===== config.mk =====
export PLATFORM = sky130hd
export DESIGN_NAME = rpu_front
export DESIGN_NICKNAME = d
export VERILOG_FILES = /design/src/rtl/rpu_pkg.sv /design/src/rtl/rpu_front.sv
export SDC_FILE = /design/constraint.sdc
export NUM_CORES = 1
export LEC_CHECK = 0
export BUFFER_PORTS_ARGS = -buffer_cell sky130_fd_sc_hd__buf_2
export CORE_MARGIN = 3
export CORE_UTILIZATION = 53
export CTS_BUF_LIST = sky130_fd_sc_hd__clkbuf_4 sky130_fd_sc_hd__clkbuf_8
export DETAILED_ROUTE_END_ITERATION = 10
export PLACE_DENSITY = 0.76
export SYNTH_ARGS = -nofsm -noshare
export SYNTH_HDL_FRONTEND = slang
export SYNTH_SLANG_ARGS = --single-unit

===== constraint.sdc =====
create_clock -name clk -period 8.4 [get_ports clk]
set_input_delay 2.52 -clock clk [delete_from_list [all_inputs] [get_ports clk]]
set_output_delay 2.52 -clock clk [all_outputs]
set_load 0.005 [all_outputs]

===== src/rtl/rpu_pkg.sv =====
// Shared types and constants of the RMSprop parameter update block.
// No dependencies; every other file of the block but rpu_ram imports this package.
`timescale 1ns / 1ps
`default_nettype none
package rpu_pkg;
  localparam int NUM_PARAMS = 1024;
  localparam int IDX_W      = 10;
  localparam int PARAM_W    = 32;
  localparam int AVG_W      = 48;
  localparam int GSUM_W     = 40;
  localparam int RATE_W     = 16;
  localparam int DIV_NUM_W  = 64;
  localparam int DIV_DEN_W  = 25;
  localparam int ROOT_W     = 24;
  localparam int CFG_IDX_W  = 1;
  localparam int CFG_DATA_W = 16;

  localparam logic [1:0] OP_ACC    = 2'd0;
  localparam logic [1:0] OP_UPDATE = 2'd1;
  localparam logic [1:0] OP_LOAD   = 2'd2;
  localparam logic [1:0] OP_READ   = 2'd3;

  // command kinds after classification
  localparam logic [1:0] CMD_ACC  = 2'd0;
  localparam logic [1:0] CMD_STEP = 2'd1;
  localparam logic [1:0] CMD_LOAD = 2'd2;
  localparam logic [1:0] CMD_READ = 2'd3;

  localparam logic [CFG_IDX_W-1:0] REG_LEARN_RATE = 1'd0;
  localparam logic [CFG_IDX_W-1:0] REG_FROZEN     = 1'd1;

  localparam logic [RATE_W-1:0]    LEARN_RATE_RESET = 16'd655;
  localparam logic [DIV_DEN_W-1:0] EPS_Q16          = 25'd7;
  localparam logic [3:0]           AVG_DIVISOR      = 4'd10;
  // ceil(2^23 / 10): exact quotient by ten for 20-bit dividends
  localparam logic [19:0]          DIV10_RECIP      = 20'd838861;

  typedef struct packed {
    logic [1:0]                op;
    logic [IDX_W-1:0]          index;
    logic signed [PARAM_W-1:0] value;
  } in_item_t;

  typedef struct packed {
    logic [IDX_W-1:0]          out_index;
    logic signed [PARAM_W-1:0] param_value;
  } out_item_t;

  typedef struct packed {
    logic [1:0]                kind;
    logic [IDX_W-1:0]          index;
    logic signed [PARAM_W-1:0] value;
  } cmd_t;

  // queue head handed from front to back
  typedef struct packed {
    logic valid;
    cmd_t cmd;
  } head_t;
endpackage
`default_nettype wire


===== src/rtl/rpu_front.sv =====
// Front end: accepts input items, classifies them into commands, queues two.
// Depends on rpu_pkg.
`timescale 1ns / 1ps
`default_nettype none
module rpu_front import rpu_pkg::*; (
  input  wire logic     clk,
  input  wire logic     rst,
  input  wire logic     push,
  output logic          full,
  input  wire in_item_t in_item,
  input  wire logic     frozen,
  input  wire logic     hold,
  output head_t         head,
  input  wire logic     head_pop
);
  cmd_t       q [2];
  logic       wr_ptr;
  logic       rd_ptr;
  logic [1:0] count;
  logic       accept;
  cmd_t       cmd_in;

  assign full   = hold || (count == 2'd2);
  assign accept = push && !full;

  always_comb begin
    cmd_in.index = in_item.index;
    cmd_in.value = in_item.value;
    case (in_item.op)
      OP_ACC:    cmd_in.kind = CMD_ACC;
      OP_UPDATE: cmd_in.kind = frozen ? CMD_READ : CMD_STEP;
      OP_LOAD:   cmd_in.kind = CMD_LOAD;
      default:   cmd_in.kind = CMD_READ;
    endcase
  end

  assign head = {(count != 2'd0), q[rd_ptr]};

  always_ff @(posedge clk) begin
    if (accept) begin
      q[wr_ptr] <= cmd_in;
    end
    if (rst) begin
      wr_ptr <= 1'b0;
      rd_ptr <= 1'b0;
      count  <= 2'd0;
    end else begin
      if (accept) begin
        wr_ptr <= ~wr_ptr;
      end
      if (head_pop) begin
        rd_ptr <= ~rd_ptr;
      end
      count <= count + 2'(accept) - 2'(head_pop);
    end
  end
endmodule
`default_nettype wire


Word-level counts from Yosys, hierarchy flattened
Memories as Yosys holds them, arrays and structs flattened. A register that Yosys moved wholly into a read port is not among the register bits.
Index checks and enable logic that the tools add are counted.
{"block": "classes", "n_addsub": 2, "n_mul": 0, "div": 0, "n_lt_le_gt_ge": 0, "n_eq_ne": 3, "shifts": 0, "mux": 6, "bitwise_logic": 2, "reduce_logical": 5}
{"operator": "case mux 2 bit (3 select lines)", "n": 1}
{"operator": "== test 2 bit, second input constant", "n": 2}
{"operator": "two-way mux 1 bit", "n": 4}
{"operator": "adder 2 x 1 -> 2 bit", "n": 1}
{"operator": "== test 2 x 1 -> 1 bit, second input constant", "n": 1}
{"operator": "logical NOT 2 bit", "n": 1}
{"operator": "two-way mux 2 bit", "n": 1}
{"operator": "NOT 1 bit", "n": 2}
{"operator": "nonzero test 2 bit", "n": 1}
{"operator": "subtractor 2 x 1 -> 2 bit", "n": 1}
{"operator": "logical AND 1 bit", "n": 1}
{"operator": "logical NOT 1 bit", "n": 1}
{"operator": "logical OR 1 bit", "n": 1}
{"block": "word_totals", "ff_bits": 4, "latchBits": 0, "ramBits": 88, "romBits": 0, "out_inout_bits": 46, "wordCells": 22, "mem_count": 1}
{"name": "q", "depth": 2, "word_bits": 44, "read_ports": 1, "rd_ports_with_merged_regs": 1, "wr": 1, "line_no": "rpu_front.sv:16", "source": "cmd_t q [2];"}

Logic depth before layout (Yosys ltp)
{"block": "depth", "word_depth": 6, "ltp_mapped": 8, "mapped_depth_nobuf": 8}

Worst setup path after synthesis
OpenSTA, ideal clock, no wires.
{"block": "synth_timing", "path_type": "input to output", "from": "input port hold", "to": "output port full", "t_arrival_ps": 2651, "path_slack_ps": 3229, "path_stages": 1, "path_buffers": 0, "cell_sequence": "nand2b_1"}
{"block": "synth_between", "elab_chain_len": 1}
{"item": "from (decl)", "line_no": "rpu_front.sv:12", "source": "input wire logic hold,"}
{"item": "logical OR 1 bit", "line_no": "rpu_front.sv:23", "source": "assign full = hold || (count == 2'd2);"}
{"item": "to (decl)", "line_no": "rpu_front.sv:9", "source": "output logic full,"}
No other way between the ends.

Worst setup path after layout
Same ends and word-level chain as after synthesis.

==> results_dict.tcl <==
set metrics [dict create \
    syn-instance-count 165 \
    synth_compound_area_frac 0.002062 \
    start_kind "input pin" \
    h-tree-depth 3 \
    p_per_area_mw_per_mm2 210.2 \
    ios 96 \
    antenna_found_initial 0 \
    whs_path_depth 2 \
    dr.pass1.iters 4 \
    yosys-top-cells-count "88 x edfxtp_1, 41 x mux2_4, 7 x nor2_1" \
    r2r_cells 4 \
    cts_buffers 9 \
    drtIter0Drc 82 \
    grt_pass1_vias 1800 \
    synth_xor_xnor_area_share 0.004811 \
    final.setup_skew_ps 9.444 \
    worstSetupPathType "in2out" \
    synth-async-reset-ratio 0 \
    power_mw 0.9097 \
    initial_core_util 0.5606 \
    syn_area_mm2 0.003641 \
    grt_use_total 0.1523 \
    setup_tns_ps 0 \
    synth_cell_type_count 20 \
    via_per_inst 5.020 \
    maxCapViolCount 0 \
    p_leak_nw 1.727 \
    post-synth-top-area-cell "edfxtp_1" \
    ys_dominant_reg_cell "edfxtp_1" \
    cts_buffer_depth 2 \
    post_cts_buffers 0 \
    dpl.cell_count 334 \
    dp_hpwl_mm 4.003 \
    r2r_end "q[0][36]" \
    synth-simple-area-share 0.02337 \
    slew_violations 0 \
    rsz0062_at_grt "no" \
    yosysTopAreaCellShare 0.7258 \
    synth_edf_count 88 \
    grt_first_pass_wirelength_mm 8.549 \
    final_layout_size_suffix_gt1_frac 0.6044 \
    crit_fanout 2 \
    syn-num-nets 217 \
    pre_cts_ws_ps 3014 \
    fmax_mhz 185.6 \
    endpoint_kind "primary output" \
    final_area_mm2 0.004328 \
    synth_fa_ha_area_frac 0.006873 \
    setup_ws_ps 3012 \
    yosysSeqAreaShare 0.7533 \
    port_buffers 95 \
    syn_avg_cell_area_um2 22.07 \
    drc 0 \
    ys_warn_count 0 \
    cts_resized 0 \
    yosysMostFrequentCell "edfxtp_1" \
    reg2reg_from "count[0]" \
    core_mm2 0.006495 \
    finalCritPeriodShare 0.6414 \
    postCtsHoldBufs 0 \
    tightest_slew_ps 635.4 \
    synth_top_family_by_area "multiplexers" \
    syn_to_final_growth_pct 18.87 \
    cts_tree "yes" \
    setup-violations-final 0 \
    slew_headroom 0.5754 \
    ant_nets 0 \
    synth-seq-cells 93 \
    overflow 0 \
    rrSetupSlack_ps 6470 \
    diodes 0 \
    hold_violations 0 \
    peakVddDrop_mv 0.1281 \
    cp_data_arrival_time_ps 2870 \
    yosys-top-cells-area "edfxtp_1 73%, mux2_4 17%, dfxtp_1 2.7%" \
    worstHoldPathType "reg2reg" \
    drt-total-wl_mm 5.810 \
    synthMuxAreaShare 0.1814 \
    clk_pin_slew_ps 80 \
    num-nets-final 320 \
    hold_path_startpoint "rd_ptr" \
    fin_hold_ws_ps 537.7 \
    die_w_um 88.89 \
    clockRootBuffer "clkbuf_8" \
    grt_max_degree 29 \
    stdcell_count 350 \
    place_area_mm2 0.004156 \
    dieArea_mm2 0.007901 \
    final_util 0.6663 \
    status "completed" \
    wl_per_cell_um 16.60 \
    min_period_ps 5388 \
    gp_congestion 0.6907 \
    fp.dieH_um 88.89 \
    clock_sinks 93 \
    clock_latency_ps 350 \
    dr_total_vias 1757 \
    rows 29 \
    required_ps 5880 \
]
[state kept, by name, indices dropped and copies added, names as in the netlist, named ones only]
register	count
rd_ptr	1
wr_ptr	1
q	88
count	2
[worst max-delay path: stages]
cell and delay [ps]:
buf_2 100, nand2b_1 130, buf_2 120
[layout by cell type, fill, tap and decap left out, drive strengths merged]
master    Yosys  routed
inv           2       2
nand2b        2       2
edfxtp       88      88
a21o          1       1
and2          1       1
nand3b        1       1
clkinv        0       5
mux2         45      45
nor2          7       7
xor2          1       1
nor3          1       1
xnor2         1       1
clkbuf        1      10
clkinvlp      0       1
dfxtp         5       5
or2           1       1
ha            2       2
buf           5      98
nor2b         1       1
[where the power goes]
| part | internal (mW) | switching, mW | total [mW] |
|---|---|---|---|
| Combinational | 0.0637 | 0.0471 | 0.111 |
| Clock | 0.110 | 0.146 | 0.256 |
| Sequential | 0.532 | 0.0109 | 0.543 |
[per-layer routing]
layer | global-route usage | share of wire | up-vias
met2 | 0.2706 | 0.54 | 61
met1 | 0.1603 | 0.38 | 845
met4 | 0.06868 | 0.017 | 0
met5 | 0 | 0 | -
li1 | - | - | 841
met3 | 0.05587 | 0.070 | 10
[worst max path at each step]
stage                       to  cells after the start  startpoint  slack [ps]
after global routing      full                      3        hold        3000
after global placement    full                      3        hold        3020
final                     full                      3        hold        3010
after detailed placement  full                      3        hold        3010
after CTS                 full                      3        hold        3010
after floorplan           full                      1        hold        3230
[cell families after synthesis]
kind of cell	after synthesis
flip-flops	93
multiplexers	45
AND/OR/NAND/NOR	14
XOR/XNOR	2
AO/OA/AOI/OAI	1
adder cells (fa/ha/maj)	2
buffers and inverters	8
[layout make-up]
cell class	count	area, um2
Sequential cell	93	2744
Fill cell	450	2167
Multi-Input combinational cell	64	810.8
Timing Repair Buffer	98	498.0
Clock buffer	10	131.4
Tap cell	77	96.34
Clock inverter	6	40.04
Inverter	2	7.507
(Power assumes the default switching activity.)
